[config.mk]
export PLATFORM = sky130hd
export DESIGN_NAME = sdat_regs
export DESIGN_NICKNAME = d
export VERILOG_FILES = /design/src/rtl/core/sdat_pkg.sv /design/src/rtl/core/sdat_regs.sv
export SDC_FILE = /design/constraint.sdc
export NUM_CORES = 1
export LEC_CHECK = 0
export ABC_AREA = 1
export BUFFER_PORTS_ARGS = -buffer_cell sky130_fd_sc_hd__buf_2
export CAP_MARGIN = 20
export CORE_UTILIZATION = 30
export DETAILED_ROUTE_END_ITERATION = 16
export PLACE_DENSITY_LB_ADDON = 0.05
export REMOVE_ABC_BUFFERS = 1
export SYNTH_ARGS = -nofsm -noshare
export SYNTH_HDL_FRONTEND = slang
export SYNTH_SLANG_ARGS = --single-unit
[constraint.sdc]
create_clock -name clk_i -period 2 [get_ports clk_i]
set_clock_uncertainty 0.2 [all_clocks]
set_input_delay 0.1 -clock clk_i [delete_from_list [all_inputs] [get_ports clk_i]]
set_output_delay 0.1 -clock clk_i [all_outputs]
set_load 0.02 [all_outputs]
[src/rtl/core/sdat_pkg.sv]
// Shared types, constants and helpers of the adaptive-threshold step detector.
`default_nettype none

package sdat_pkg;

  localparam int unsigned LevelW = 24;
  localparam logic [LevelW-1:0] LevelMax = {LevelW{1'b1}};

  // Register reset values
  localparam logic [15:0] HystReset    = 16'd300;
  localparam logic [5:0]  WindowReset  = 6'd50;
  localparam logic [15:0] RefrReset    = 16'd200;
  localparam logic [15:0] InitThrReset = 16'd9800;

  // Last good sample after reset: resting on the z axis at 1 g
  localparam logic signed [15:0] GoodZReset = 16'sd9810;

  // Divide by ten: floor(2^35 / 10), result taken from bit 35 up
  localparam logic [31:0] DivRecip = 32'd3435973836;
  localparam int unsigned DivShift = 35;
  localparam int unsigned DivConst = 10;

  // Sequencer step counts
  localparam int unsigned CntW      = 4;
  localparam int unsigned SqSteps   = 3;
  localparam int unsigned RootSteps = 16;
  localparam logic [31:0] RootBitInit = 32'h4000_0000;

  typedef enum logic [1:0] {
    RegHyst    = 2'd0,
    RegWindow  = 2'd1,
    RegRefr    = 2'd2,
    RegInitThr = 2'd3
  } reg_idx_e;

  typedef enum logic [1:0] {
    AxisX = 2'd0,
    AxisY = 2'd1,
    AxisZ = 2'd2
  } axis_e;

  typedef enum logic [3:0] {
    StIdle    = 4'd0,
    StSquare  = 4'd1,
    StRoot    = 4'd2,
    StDivMul  = 4'd3,
    StDivProd = 4'd4,
    StDivFix  = 4'd5,
    StWindow  = 4'd6,
    StDetect  = 4'd7,
    StEmit    = 4'd8
  } state_e;

  typedef struct packed {
    logic signed [15:0] accel_x;
    logic signed [15:0] accel_y;
    logic signed [15:0] accel_z;
    logic               read_ok;
    logic               imu_ready;
    logic [31:0]        time_ms;
  } in_item_t;

  typedef struct packed {
    logic [31:0]       step_total;
    logic              step_taken;
    logic [LevelW-1:0] filtered_level;
    logic [LevelW-1:0] threshold_level;
    logic              armed_high;
  } out_item_t;

  typedef struct packed {
    logic [15:0] hysteresis_mm;
    logic [5:0]  window_samples;
    logic [15:0] refractory_ms;
    logic [15:0] initial_threshold_mm;
    logic        thr_load;
  } cfg_t;

  typedef struct packed {
    logic  accept;
    logic  sq_step;
    axis_e sq_sel;
    logic  root_step;
    logic  div_mul;
    logic  div_prod;
    logic  div_fix;
    logic  win_upd;
    logic  detect;
    logic  emit;
  } cmd_t;

  typedef struct packed {
    logic item_skip;
  } sts_t;

  function automatic logic [LevelW-1:0] sat_level(input logic [31:0] v);
    logic [LevelW-1:0] r;
    r = (v > 32'(LevelMax)) ? LevelMax : v[LevelW-1:0];
    return r;
  endfunction

endpackage

`default_nettype wire

[src/rtl/core/sdat_regs.sv]
// Configuration register file behind the APB-style port.
`default_nettype none

module sdat_regs (
  input  wire logic        clk_i,
  input  wire logic        rst_ni,
  input  wire logic        psel,
  input  wire logic        penable,
  input  wire logic        pwrite,
  input  wire logic [3:0]  paddr,
  input  wire logic [31:0] pwdata,
  output logic [31:0]      prdata,
  output sdat_pkg::cfg_t   cfg_o
);

  logic [15:0] hyst_q, hyst_d;
  logic [5:0]  window_q, window_d;
  logic [15:0] refr_q, refr_d;
  logic [15:0] init_thr_q, init_thr_d;
  logic        wr_en;
  sdat_pkg::reg_idx_e idx;

  assign idx   = sdat_pkg::reg_idx_e'(paddr[3:2]);
  assign wr_en = psel & penable & pwrite;

  always_comb begin
    hyst_d     = hyst_q;
    window_d   = window_q;
    refr_d     = refr_q;
    init_thr_d = init_thr_q;
    if (wr_en) begin
      case (idx)
        sdat_pkg::RegHyst:    hyst_d     = pwdata[15:0];
        sdat_pkg::RegWindow:  window_d   = pwdata[5:0];
        sdat_pkg::RegRefr:    refr_d     = pwdata[15:0];
        sdat_pkg::RegInitThr: init_thr_d = pwdata[15:0];
        default: ;
      endcase
    end
  end

  always_ff @(posedge clk_i or negedge rst_ni) begin
    if (!rst_ni) begin
      hyst_q     <= sdat_pkg::HystReset;
      window_q   <= sdat_pkg::WindowReset;
      refr_q     <= sdat_pkg::RefrReset;
      init_thr_q <= sdat_pkg::InitThrReset;
    end else begin
      hyst_q     <= hyst_d;
      window_q   <= window_d;
      refr_q     <= refr_d;
      init_thr_q <= init_thr_d;
    end
  end

  always_comb begin
    case (idx)
      sdat_pkg::RegHyst:    prdata = {16'd0, hyst_q};
      sdat_pkg::RegWindow:  prdata = {26'd0, window_q};
      sdat_pkg::RegRefr:    prdata = {16'd0, refr_q};
      sdat_pkg::RegInitThr: prdata = {16'd0, init_thr_q};
      default:              prdata = '0;
    endcase
  end

  // Threshold load is applied by the datapath in the same edge as the write
  always_comb begin
    cfg_o.hysteresis_mm        = hyst_q;
    cfg_o.window_samples       = window_q;
    cfg_o.refractory_ms        = refr_q;
    cfg_o.initial_threshold_mm = init_thr_d;
    cfg_o.thr_load             = wr_en && (idx == sdat_pkg::RegInitThr);
  end

endmodule

`default_nettype wire

==> flow_metrics.py <==
metrics = {
    "run_status": {
        "status": "finished, violations left",
        "failed_checks": "DRC",
    },
    "synthesis": {
        "synth_mux_area_frac": 0,
        "yosys_register_bits": 54,
        "synth_area_um2": 2750,
        "yosysUniqueCellTypes": 19,
        "ys_seq_area_frac": 0.499,
        "synthAdderAreaFrac": 0,
        "netlist_instances": 338,
        "yosysWarnings": 0,
        "synth_simple_gate_area_frac": 0.401,
        "synth-compound-area-share": 0,
        "synth_top_family_by_area": "simple AND/OR/NAND/NOR gates",
        "synth_area_per_cell_um2": 8.12,
        "synthXorXnorAreaFrac": 0,
    },
    "floorplan": {
        "die_w_um": 97.7,
        "rows": 34,
        "die_h_um": 97.7,
        "core_area_um2": 8810,
        "start_util": 0.312,
        "die_area_um2": 9540,
        "io_pins": 128,
    },
    "worst_setup_path": {
        "crit_arrival_ns": 1.26,
        "worstSetupStartpointType": "input port",
        "cp_top_family": "simple AND/OR/NAND/NOR gates",
        "worst_setup_path_end_kind": "primary output",
        "worst-path-buf-inv": 2,
        "slowest_stage": "nor2_8",
        "crit_chain": "buf_2 -> nand2_2 -> nor2_8 -> nand2_1 -> nand2_1 -> buf_2",
        "worstSetupStartpoint": "paddr[3]",
        "critPathRequiredTime_ns": 1.70,
        "reg2reg_from": "init_thr_q[6]",
        "crit_fanout": 17,
        "slowest_delay_ns": 0.32,
        "path_class": "in -> out",
    },
    "final_layout": {
        "multiInputGateArea_um2": 1160,
        "fin_util": 0.397,
        "num-nets-final": 487,
        "regArea_um2": 1370,
        "final_cell_mix": "nand2_1 (199), buf_2 (93), dfrtp_1 (39)",
        "antennaDiodeCount": 0,
        "final_area_um2": 3500,
        "drive_above_1_share": 0.313,
        "area_growth_pct": 27.4,
        "final_common_cell": "nand2_1",
        "n_fill_cell": 956,
    },
    "global_route": {
        "grt_pass1_vias": 2343,
        "grt_max_degree": 55,
        "grt.overflow.total": 0,
        "grt_pass1_wl_um": 12600,
        "grt_use_total": 0.172,
        "antenna_found_initial": 0,
    },
    "min_path": {
        "worstHoldStart": "penable",
        "hp-class": "in -> reg",
    },
    "cts": {
        "cts.sinks": 54,
        "post-cts-setup-buffers": 0,
        "path_clk_slew_ns": 0.10,
        "root_buffer": "clkbuf_8",
        "cts_repair_resize_count": 0,
        "htree_levels": 2,
        "clock_latency_ns": 0.31,
        "cts_made_buffers": 5,
        "tritoncts": "done",
        "cts_buffer_depth": 2,
        "cts_hold_buf": 17,
    },
    "detailed_routing": {
        "highest_layer": "met4",
        "drc": 19,
        "drtIter0Drc": 97,
        "wl_um": 8050,
        "vias": 2467,
        "met3_length_um": 302,
        "wl_per_cell_um": 14.5,
        "ant_nets": 0,
        "first_pass_iters": 10,
        "met1_length_um": 3800,
        "wl_met2_um": 3870,
        "vias_per_cell": 4.45,
    },
    "placement": {
        "dpl-instance-area_um2": 3210,
        "portBuffers": 93,
        "dpl.hpwl_um": 5370,
        "gp_congestion": 0.776,
    },
    "timing": {
        "fmax_ghz": 0.640,
        "tightest_slew_ns": 0.511,
        "hold_ws_ns": 0.0615,
        "period_minus_slack_ns": 1.56,
        "rsz0062_at_grt": "false",
        "slew_viol_final": 0,
        "min_period_over_period": 0.781,
        "slew_headroom": 0.659,
        "hold_viol_final": 0,
        "setup_viol": 0,
        "tns_ns": 0,
    },
    "run": {
        "drv_cap": 0,
    },
    "power_and_ir_drop": {
        "ir_worst_vdd_uv": 329,
        "power.density_nw_per_um2": 976,
        "p_leak_nw": 2.01,
        "p_total_mw": 3.41,
    },
}
==> per-stage QoR <==
| stage | instances | worst slack [ns] |
|---|---|---|
| 3_3_place_gp | 530 | 0.406 |
| 6_report | 555 | 0.437 |
| 4_1_cts | 555 | 0.390 |
| 2_1_floorplan | 324 | 0.835 |
| 5_1_grt | 555 | 0.303 |
| 3_5_place_dp | 530 | 0.407 |
==> state kept, by name (all words and copies together) (netlist names) <==
| register | cells |
|---|---|
| refr_q | 16 |
| init_thr_q | 16 |
| window_q | 6 |
| hyst_q | 16 |
==> area by class of cell <==
type	count	area share
Sequential cell	54	0.392
Multi-Input combinational cell	264	0.332
Timing Repair Buffer	115	0.196
Tap cell	108	0.0386
Clock buffer	5	0.0197
Clock inverter	3	0.0125
Inverter	6	0.00930
==> worst min-delay path: stages <==
cell	delay, ns
buf_2	0.12
nand3_4	0.15
nor2_2	0.10
nand2_1	0.06
nand2_1	0.05
==> routing by layer <==
layer  vias up  track usage
met1      1166        0.226
met5         -            0
met3         6       0.0345
met2        62        0.288
met4         0       0.0431
li1       1233            -
==> worst paths after layout <==
check,cells past startpoint,to,slack (ns)
worst min register to register,2,hyst_q[3],0.28
max in group asynchronous,3,refr_q[7],1.20
worst max register to register,2,init_thr_q[6],1.06
worst max-delay path,6,cfg_o[15],0.44
worst min-delay path,5,window_q[4],0.06
min in group asynchronous,3,hyst_q[15],0.12
==> Yosys cell counts <==
cell type,instances,area share
inv_1,2,0.0027
nand2_1,199,0.27
buf_2,1,0.0018
buf_6,8,0.033
inv_6,2,0.0064
inv_2,2,0.0027
nand3_1,28,0.051
dfrtp_1,39,0.36
nand4_1,6,0.014
dfstp_2,15,0.14
nor2_8,3,0.022
nand3_4,1,0.0064
nand2_4,4,0.016
conb_1,1,0.0014
nand2_2,4,0.0091
clkbuf_1,2,0.0027
buf_4,18,0.049
nor2_2,1,0.0023
nor2_4,2,0.0082
==> power by group <==
part	switching, mW	internal (mW)	total [mW]
registers	0.170	1.36	1.53
clock network	0.383	0.376	0.759
logic	0.756	0.367	1.12
==> cells by family (layout without fill, tap and decap cells) <==
logic type / after synthesis / count (layout)
other cells: 1 / 16
simple gates: 248 / 248
buf+inv: 35 / 129
flops: 54 / 54
No activity file was read; power rests on OpenSTA's default activity.
