### src/rtl/core/sdat_pkg.sv
// Shared types, constants and helpers of the adaptive-threshold step detector.
`default_nettype none

package sdat_pkg;

  localparam int unsigned LevelW = 24;
  localparam logic [LevelW-1:0] LevelMax = {LevelW{1'b1}};

  // Register reset values
  localparam logic [15:0] HystReset    = 16'd300;
  localparam logic [5:0]  WindowReset  = 6'd50;
  localparam logic [15:0] RefrReset    = 16'd200;
  localparam logic [15:0] InitThrReset = 16'd9800;

  // Last good sample after reset: resting on the z axis at 1 g
  localparam logic signed [15:0] GoodZReset = 16'sd9810;

  // Divide by ten: floor(2^35 / 10), result taken from bit 35 up
  localparam logic [31:0] DivRecip = 32'd3435973836;
  localparam int unsigned DivShift = 35;
  localparam int unsigned DivConst = 10;

  // Sequencer step counts
  localparam int unsigned CntW      = 4;
  localparam int unsigned SqSteps   = 3;
  localparam int unsigned RootSteps = 16;
  localparam logic [31:0] RootBitInit = 32'h4000_0000;

  typedef enum logic [1:0] {
    RegHyst    = 2'd0,
    RegWindow  = 2'd1,
    RegRefr    = 2'd2,
    RegInitThr = 2'd3
  } reg_idx_e;

  typedef enum logic [1:0] {
    AxisX = 2'd0,
    AxisY = 2'd1,
    AxisZ = 2'd2
  } axis_e;

  typedef enum logic [3:0] {
    StIdle    = 4'd0,
    StSquare  = 4'd1,
    StRoot    = 4'd2,
    StDivMul  = 4'd3,
    StDivProd = 4'd4,
    StDivFix  = 4'd5,
    StWindow  = 4'd6,
    StDetect  = 4'd7,
    StEmit    = 4'd8
  } state_e;

  typedef struct packed {
    logic signed [15:0] accel_x;
    logic signed [15:0] accel_y;
    logic signed [15:0] accel_z;
    logic               read_ok;
    logic               imu_ready;
    logic [31:0]        time_ms;
  } in_item_t;

  typedef struct packed {
    logic [31:0]       step_total;
    logic              step_taken;
    logic [LevelW-1:0] filtered_level;
    logic [LevelW-1:0] threshold_level;
    logic              armed_high;
  } out_item_t;

  typedef struct packed {
    logic [15:0] hysteresis_mm;
    logic [5:0]  window_samples;
    logic [15:0] refractory_ms;
    logic [15:0] initial_threshold_mm;
    logic        thr_load;
  } cfg_t;

  typedef struct packed {
    logic  accept;
    logic  sq_step;
    axis_e sq_sel;
    logic  root_step;
    logic  div_mul;
    logic  div_prod;
    logic  div_fix;
    logic  win_upd;
    logic  detect;
    logic  emit;
  } cmd_t;

  typedef struct packed {
    logic item_skip;
  } sts_t;

  function automatic logic [LevelW-1:0] sat_level(input logic [31:0] v);
    logic [LevelW-1:0] r;
    r = (v > 32'(LevelMax)) ? LevelMax : v[LevelW-1:0];
    return r;
  endfunction

endpackage

`default_nettype wire

### src/rtl/core/sdat_ctrl.sv
// Sequencer state machine of the step detector.
`default_nettype none

module sdat_ctrl (
  input  wire logic         clk_i,
  input  wire logic         rst_ni,
  input  wire logic         in_valid_i,
  output logic              in_ready_o,
  output logic              out_valid_o,
  input  wire logic         out_ready_i,
  input  sdat_pkg::sts_t    sts_i,
  output sdat_pkg::cmd_t    cmd_o
);

  sdat_pkg::state_e state_q, state_d;
  logic [sdat_pkg::CntW-1:0] cnt_q, cnt_d;
  logic out_valid_q, out_valid_d;

  always_ff @(posedge clk_i or negedge rst_ni) begin
    if (!rst_ni) begin
      state_q     <= sdat_pkg::StIdle;
      cnt_q       <= '0;
      out_valid_q <= 1'b0;
    end else begin
      state_q     <= state_d;
      cnt_q       <= cnt_d;
      out_valid_q <= out_valid_d;
    end
  end

  always_comb begin
    state_d    = state_q;
    cnt_d      = cnt_q;
    in_ready_o = 1'b0;
    cmd_o      = '0;
    case (state_q)
      sdat_pkg::StIdle: begin
        in_ready_o = 1'b1;
        if (in_valid_i) begin
          cmd_o.accept = 1'b1;
          cnt_d        = '0;
          state_d      = sts_i.item_skip ? sdat_pkg::StEmit : sdat_pkg::StSquare;
        end
      end
      sdat_pkg::StSquare: begin
        cmd_o.sq_step = 1'b1;
        cmd_o.sq_sel  = sdat_pkg::axis_e'(cnt_q[1:0]);
        if (cnt_q == sdat_pkg::CntW'(sdat_pkg::SqSteps - 1)) begin
          cnt_d   = '0;
          state_d = sdat_pkg::StRoot;
        end else begin
          cnt_d = cnt_q + 1'b1;
        end
      end
      sdat_pkg::StRoot: begin
        cmd_o.root_step = 1'b1;
        if (cnt_q == sdat_pkg::CntW'(sdat_pkg::RootSteps - 1)) begin
          cnt_d   = '0;
          state_d = sdat_pkg::StDivMul;
        end else begin
          cnt_d = cnt_q + 1'b1;
        end
      end
      sdat_pkg::StDivMul: begin
        cmd_o.div_mul = 1'b1;
        state_d       = sdat_pkg::StDivProd;
      end
      sdat_pkg::StDivProd: begin
        cmd_o.div_prod = 1'b1;
        state_d        = sdat_pkg::StDivFix;
      end
      sdat_pkg::StDivFix: begin
        cmd_o.div_fix = 1'b1;
        state_d       = sdat_pkg::StWindow;
      end
      sdat_pkg::StWindow: begin
        cmd_o.win_upd = 1'b1;
        state_d       = sdat_pkg::StDetect;
      end
      sdat_pkg::StDetect: begin
        cmd_o.detect = 1'b1;
        state_d      = sdat_pkg::StEmit;
      end
      sdat_pkg::StEmit: begin
        // hold until the output register is free or being drained
        if (!out_valid_q || out_ready_i) begin
          cmd_o.emit = 1'b1;
          state_d    = sdat_pkg::StIdle;
        end
      end
      default: state_d = sdat_pkg::StIdle;
    endcase
  end

  assign out_valid_d = cmd_o.emit | (out_valid_q & ~out_ready_i);
  assign out_valid_o = out_valid_q;

  a_accept_starts: assert property (@(posedge clk_i) disable iff (!rst_ni)
    (in_valid_i && in_ready_o) |=>
      (state_q == sdat_pkg::StSquare || state_q == sdat_pkg::StEmit))
    else $error("accepted transaction did not start work");

  a_emit_fills: assert property (@(posedge clk_i) disable iff (!rst_ni)
    cmd_o.emit |=> out_valid_q)
    else $error("emitted result not presented");

  a_square_len: assert property (@(posedge clk_i) disable iff (!rst_ni)
    (state_q == sdat_pkg::StSquare && cnt_q == sdat_pkg::CntW'(sdat_pkg::SqSteps - 1))
      |=> state_q == sdat_pkg::StRoot)
    else $error("square phase length wrong");

  a_root_len: assert property (@(posedge clk_i) disable iff (!rst_ni)
    (state_q == sdat_pkg::StRoot && cnt_q == sdat_pkg::CntW'(sdat_pkg::RootSteps - 1))
      |=> state_q == sdat_pkg::StDivMul)
    else $error("root phase length wrong");

endmodule

`default_nettype wire

### config.mk
export PLATFORM = sky130hd
export DESIGN_NAME = sdat_ctrl
export DESIGN_NICKNAME = d
export VERILOG_FILES = /design/src/rtl/core/sdat_pkg.sv /design/src/rtl/core/sdat_ctrl.sv
export SDC_FILE = /design/constraint.sdc
export NUM_CORES = 1
export LEC_CHECK = 0
export ABC_AREA = 0
export BUFFER_PORTS_ARGS = -buffer_cell sky130_fd_sc_hd__buf_2
export CORE_AREA = 4 4 41 43
export CTS_BUF_LIST = sky130_fd_sc_hd__clkbuf_4 sky130_fd_sc_hd__clkbuf_8 sky130_fd_sc_hd__clkbuf_16
export CTS_CLUSTER_SIZE = 24
export DETAILED_ROUTE_END_ITERATION = 7
export DIE_AREA = 0 0 45 47
export PLACE_DENSITY = 0.73
export SLEW_MARGIN = 20
export SYNTH_ARGS = -nofsm -noshare
export SYNTH_HDL_FRONTEND = slang
export SYNTH_SLANG_ARGS = --single-unit
### constraint.sdc
create_clock -name clk_i -period 2.3 [get_ports clk_i]
set_input_delay 0.345 -clock clk_i [delete_from_list [all_inputs] [get_ports clk_i]]
set_output_delay 0.345 -clock clk_i [all_outputs]
set_load 0.01 [all_outputs]
==> results of run 1 <==
-- layout by cell type (no fill, tap or decap) --
master,count
clkbuf_4,4
nor2b_1,1
nor3_1,5
o22ai_1,1
inv_1,5
buf_2,17
ha_1,2
a211o_1,2
nand2b_1,1
nor2_1,7
or3b_2,1
o2bb2ai_1,1
or3_2,1
nor4b_2,2
and2_1,3
a32o_1,1
dlygate4sd3_1,1
nor4_1,1
o31ai_1,4
nand3_1,2
and3b_1,1
a21oi_1,4
xnor2_1,1
dfrtp_1,9
o21ai_0,4
nand2_1,4
xor2_1,1
or2b_2,1
or4_1,1
-- worst min path at each step --
stage	to	start	cells after the start	slack, ns
2_1_floorplan	cnt_q[0]$_DFFE_PN0P_	rst_ni	0	0.05
5_1_grt	out_valid_o$_DFF_PN0_	out_ready_i	3	0.39
6_report	out_valid_o$_DFF_PN0_	out_ready_i	3	0.38
3_5_place_dp	state_q[2]$_DFFE_PN0P_	rst_ni	1	0.21
3_3_place_gp	state_q[2]$_DFFE_PN0P_	rst_ni	1	0.21
4_1_cts	out_valid_o$_DFF_PN0_	out_ready_i	3	0.39
-- stage by stage --
step / power (mW) / worst slack, ns / util / hold slack, ns
CTS: 0.887 / 0.281 / 0.560 / 0.385
detailed placement: 0.744 / 0.589 / 0.529 / 0.209
floorplan: 0.657 / 0.570 / - / 0.0494
global placement: 0.730 / 0.629 / 0.529 / 0.211
global route: 0.964 / 0.179 / 0.560 / 0.388
finish: 0.882 / 0.321 / 0.560 / 0.383
-- cell families after synthesis --
logic type               Yosys count  synth area share
buffers and inverters              9            0.0942
AO/OA/AOI/OAI                     17             0.180
AND/OR/NAND/NOR                   31             0.297
flip-flops                         9             0.361
adder cells (fa/ha/maj)            2            0.0401
XOR/XNOR                           2            0.0281
-- flip-flops by register name (all words and copies together), names as in the netlist --
name and cells:
out_valid_o 1, cnt_q 4, state_q 4
-- power by group --
group / total [mW] / switching, mW / internal [mW]
sequential: 0.327 / 0.112 / 0.215
clock: 0.136 / 0.0575 / 0.0786
combinational: 0.419 / 0.224 / 0.195
-- cell usage after synthesis (all sizes together) (2+ instances only) --
library cell  instances
and2                  3
a211o                 2
inv                   5
nand2                 4
dfrtp                 9
nor3                  5
nand3                 2
a21oi                 4
o31ai                 4
nor4b                 2
buf                   3
nor2                  7
ha                    2
o21ai                 4
-- final cells by class --
class	count	area, um2
clock buffer	4	30.0
fill	126	573
inverter	5	18.8
multi-input combinational	52	340
sequential	9	225
tap	15	18.8
timing repair buffer	18	95.1
-- metal layers --
layer	GRT usage	up-vias	wire length, um
li1	-	290	-
met1	0.183	271	604
met2	0.232	25	650
met3	0.0230	4	86
met4	0.105	0	35
met5	0	-	0
-- critical path, cell delays in order (launching register included) --
cell     delay, ns
dfrtp_1       0.51
nor4b_2       0.55
and2_1        0.20
buf_2         0.12
==> flow_metrics.env, run 1 <==
export IMPL_htree_levels=1
export IMPL_r2r_cells=5
export IMPL_die_x_um=45
export IMPL_skew_ns=0.00400
export IMPL_power_density_mw_per_mm2=1210
export IMPL_viasPerCell=5.73
export IMPL_grt_pass1_wl_um=2180
export IMPL_cts_tree="yes"
export IMPL_hold_viol=0
export IMPL_drtIter0Drc=21
export IMPL_outcome="completed"
export IMPL_clockRootBuffer="clkbuf_4"
export IMPL_grt_overflow_total=0
export IMPL_wl_um=1380
export IMPL_place_area_um2=688
export IMPL_post_route_period_util=0.860
export IMPL_dp_cells=98
export IMPL_r2r_start="cnt_q[0]$_DFFE_PN0P_"
export IMPL_drive_gt1_frac=0.295
export IMPL_core_mm2=0.00130
export IMPL_slew_limit_headroom=0.641
export IMPL_cap_violations=0
export IMPL_syn_to_final_growth_pct=16.6
export IMPL_critical_path_startpoint="state_q[1]$_DFFE_PN0P_"
export IMPL_fin_setup_tns_ns=0
export IMPL_rsz0062_at_grt="false"
export IMPL_numClockSinks=9
export IMPL_hpwlAfterDp_um=979
export IMPL_worst_setup_path_end_kind="primary output"
export IMPL_slew_violations=0
export IMPL_diodes=0
export IMPL_routedWlPerCell_um=13.4
export IMPL_synth_largest_area_cell="dfrtp_1"
export IMPL_num_rows=13
export IMPL_worstPathMaxFanout=13
export IMPL_setup_viol=0
export IMPL_syn_area_um2=624
export IMPL_route_antenna_remaining_nets=0
export IMPL_synth_top_area_share=0.361
export IMPL_grt_start_max_net_pins=14
export IMPL_hp_class="input port to register"
export IMPL_synth_edff_count=0
export IMPL_avgSynthCellArea_um2=8.92
export IMPL_clock_path_buffers=2
export IMPL_tightest_slew_ns=0.534
export IMPL_portBuffers=17
export IMPL_r2r_end="cnt_q[0]$_DFFE_PN0P_"
export IMPL_grt_usage=0.147
export IMPL_critPathCapture="cmd_o[8]"
export IMPL_nets=96
export IMPL_instances_no_fill=103
export IMPL_syn_nets=77
export IMPL_antenna_found_initial=0
export IMPL_via_count=590
export IMPL_finalCriticalPeriod_ns=1.98
export IMPL_place_congestion=0.779
export IMPL_async_flop_share=1.00
export IMPL_finalInstanceArea_um2=728
export IMPL_synth_seq_cells=9
export IMPL_cts_buffers=3
export IMPL_hold_buffers=1
export IMPL_p_leak_nw=0.362
export IMPL_r2r_slack_ns=0.63
export IMPL_crit_type="register to primary output"
export IMPL_grt_pass1_vias=527
export IMPL_worst_ep_required_time_ns=1.96
export IMPL_cts_resized=0
export IMPL_ys_top_cells_by_area="dfrtp_1, nor4b_2, o31ai_1"
export IMPL_synth_cell_types=29
export IMPL_startpoint_type="register"
export IMPL_path_clk_slew_ns=0.07
export IMPL_die_area_mm2=0.00212
export IMPL_fmax_ghz=0.505
export IMPL_ir_worst_vdd_uv=748
export IMPL_synth_main_ff_cell="dfrtp_1"
export IMPL_start_util=0.480
export IMPL_io_pins=18
export IMPL_worst_ep_arrival_time_ns=1.63
export IMPL_drc=0
export IMPL_clk_latency_ns=0.26
export IMPL_syn_inst=70
export IMPL_yosys_warnings=0
export IMPL_cts_setup_buffers=0
export IMPL_die_y_um=47
export IMPL_synth_seq_area_share=0.361
export IMPL_first_pass_iters=4
(Power assumes the default switching activity.)
==> run 2: changes to the inputs <==
--- a/config.mk
+++ b/config.mk
@@ -7,6 +7,7 @@
 export LEC_CHECK = 0
 export ABC_AREA = 0
 export BUFFER_PORTS_ARGS = -buffer_cell sky130_fd_sc_hd__buf_2
+export CAP_MARGIN = 20
 export CORE_AREA = 4 4 41 43
 export CTS_BUF_LIST = sky130_fd_sc_hd__clkbuf_4 sky130_fd_sc_hd__clkbuf_8 sky130_fd_sc_hd__clkbuf_16
 export CTS_CLUSTER_SIZE = 24
==> constraint.sdc (replaced) <==
create_clock -name clk_i -period 2.3 [get_ports clk_i]
set_input_delay 0.23 -clock clk_i [delete_from_list [all_inputs] [get_ports clk_i]]
set_output_delay 0.23 -clock clk_i [all_outputs]
set_load 0.01 [all_outputs]
==> run 2 against run 1 <==
Critical path depth unchanged. Clock skew about the same. Via count decreased by 4.9%. Die area unchanged. Cell count unchanged. First-iteration DRC count decreased by 24%. Largest cell class unchanged.
==> flow_metrics.env, run 2 (synthesis gave the netlist of run 1 again) <==
export IMPL_r2r_end="state_q[1]$_DFFE_PN0P_"
export IMPL_finalCriticalPeriod_ns=1.88
export IMPL_worst_ep_required_time_ns=2.07
export IMPL_grt_overflow_total=0
export IMPL_htree_levels=1
export IMPL_skew_ns=0.00445
export IMPL_cp_num_cells=3
export IMPL_place_ws_ns=0.619
export IMPL_ir_worst_vdd_uv=611
export IMPL_syn_to_final_growth_pct=16.6
export IMPL_viasPerCell=5.45
export IMPL_grt_usage=0.143
export IMPL_diodes=0
export IMPL_met3_length_um=113
export IMPL_clockPowerShare=0.158
export IMPL_finalInstanceArea_um2=728
export IMPL_clk_latency_ns=0.26
export IMPL_hold_viol=0
export IMPL_r2r_start="cnt_q[0]$_DFFE_PN0P_"
export IMPL_die_area_mm2=0.00212
export IMPL_io_pins=18
export IMPL_seqCellArea_um2=225
export IMPL_grt_pass1_vias=482
export IMPL_wl_um=1340
export IMPL_via_count=561
export IMPL_tightest_slew_ns=0.485
export IMPL_slew_limit_headroom=0.676
export IMPL_r2r_slack_ns=0.59
export IMPL_crit_type="register to primary output"
export IMPL_num_rows=13
export IMPL_multi_input_area_um2=340
export IMPL_clock_path_buffers=2
export IMPL_setup_viol=0
export IMPL_clockRootBuffer="clkbuf_4"
export IMPL_mostFrequentLayoutCells="buf_2, dfrtp_1, nor2_1"
export IMPL_slowest_stage="nor4b_2"
export IMPL_dp_cells=98
export IMPL_first_pass_iters=4
export IMPL_instances_no_fill=103
export IMPL_route_antenna_remaining_nets=0
export IMPL_worst_setup_path_end_kind="primary output"
export IMPL_slew_violations=0
export IMPL_core_mm2=0.00130
export IMPL_layout_commonest_cell="buf_2"
export IMPL_grt_start_max_net_pins=14
export IMPL_critical_path_cell_chain="nor4b_2 > and2_1 > buf_2"
export IMPL_place_congestion=0.801
export IMPL_r2r_cells=5
export IMPL_routedWlPerCell_um=13.0
export IMPL_p_leak_nw=0.362
export IMPL_startpoint_type="register"
export IMPL_cts_setup_buffers=0
export IMPL_final_core_util=0.560
export IMPL_numClockSinks=9
export IMPL_hold_buffers=1
export IMPL_worst_ep_arrival_time_ns=1.65
export IMPL_finalPower_mw=0.886
export IMPL_p_int_mw=0.490
export IMPL_post_route_period_util=0.815
export IMPL_seqPwrFrac=0.370
export IMPL_hpwlAfterDp_um=981
export IMPL_die_x_um=45
export IMPL_rsz0062_at_grt="false"
export IMPL_fmax_ghz=0.533
export IMPL_critPathCapture="cmd_o[8]"
export IMPL_start_util=0.480
export IMPL_cts_resized=0
export IMPL_hp_class="input port to register"
export IMPL_outcome="completed"
export IMPL_power_density_mw_per_mm2=1220
export IMPL_cts_tree="yes"
export IMPL_comb_power_share=0.472
export IMPL_max_stage_delay_ns=0.55
export IMPL_path_buf_inv=1
export IMPL_path_clk_slew_ns=0.07
export IMPL_drc=0
export IMPL_cts_buffers=3
export IMPL_worstPathMaxFanout=13
export IMPL_portBuffers=17
export IMPL_drive_gt1_frac=0.295
export IMPL_finalWorstSetupSlack_ns=0.425
export IMPL_fillers=124
export IMPL_switching_share=0.447
export IMPL_highest_layer="met4"
export IMPL_wl_met1_um=638
export IMPL_critical_path_startpoint="state_q[1]$_DFFE_PN0P_"
export IMPL_place_area_um2=688
export IMPL_die_y_um=47
export IMPL_wl_met2_um=580
export IMPL_drtIter0Drc=16
export IMPL_hold_worst_slack_ns=0.259
export IMPL_p_sw_mw=0.396
export IMPL_crit_family="simple AND/OR/NAND/NOR gates"
export IMPL_antenna_found_initial=0
export IMPL_nets=96
export IMPL_grt_pass1_wl_um=2120
export IMPL_cap_violations=0
export IMPL_fin_setup_tns_ns=0
run 2: cell type report:
type,count,share of cell area
Sequential cell,9,0.309
Tap cell,15,0.0258
Timing Repair Buffer,18,0.131
Multi-Input combinational cell,52,0.467
Clock buffer,4,0.0412
Inverter,5,0.0258
run 2: per-layer routing:
metal,global-route usage,vias up
met5,0,-
met3,0.0383,2
li1,-,285
met1,0.186,250
met4,0.0877,0
met2,0.212,24
run 2: how the worst min path moves through the flow:
stage,startpoint,end,slack (ns),cells after the start
2_1_floorplan,rst_ni,cnt_q[0]$_DFFE_PN0P_,-0.07,0
3_3_place_gp,rst_ni,state_q[1]$_DFFE_PN0P_,0.09,1
3_5_place_dp,rst_ni,state_q[1]$_DFFE_PN0P_,0.09,1
4_1_cts,out_ready_i,out_valid_o$_DFF_PN0_,0.25,3
5_1_grt,out_ready_i,out_valid_o$_DFF_PN0_,0.27,3
6_report,out_ready_i,out_valid_o$_DFF_PN0_,0.26,3
run 2: worst reg2reg max path, stage by stage (launching register included):
cell and delay (ns):
dfrtp_1 0.44, inv_1 0.09, ha_1 0.14, or3b_2 0.50, a211o_1 0.31, a21oi_1 0.16
run 2: power by group through the flow:
stage / Clock, mW / Combinational, mW / Sequential [mW]
6_report: 0.140 / 0.418 / 0.328
5_1_grt: 0.147 / 0.474 / 0.338
4_1_cts: 0.142 / 0.420 / 0.323
3_5_place_dp: 0 / 0.417 / 0.324
3_3_place_gp: 0 / 0.410 / 0.326
2_1_floorplan: 0 / 0.396 / 0.262
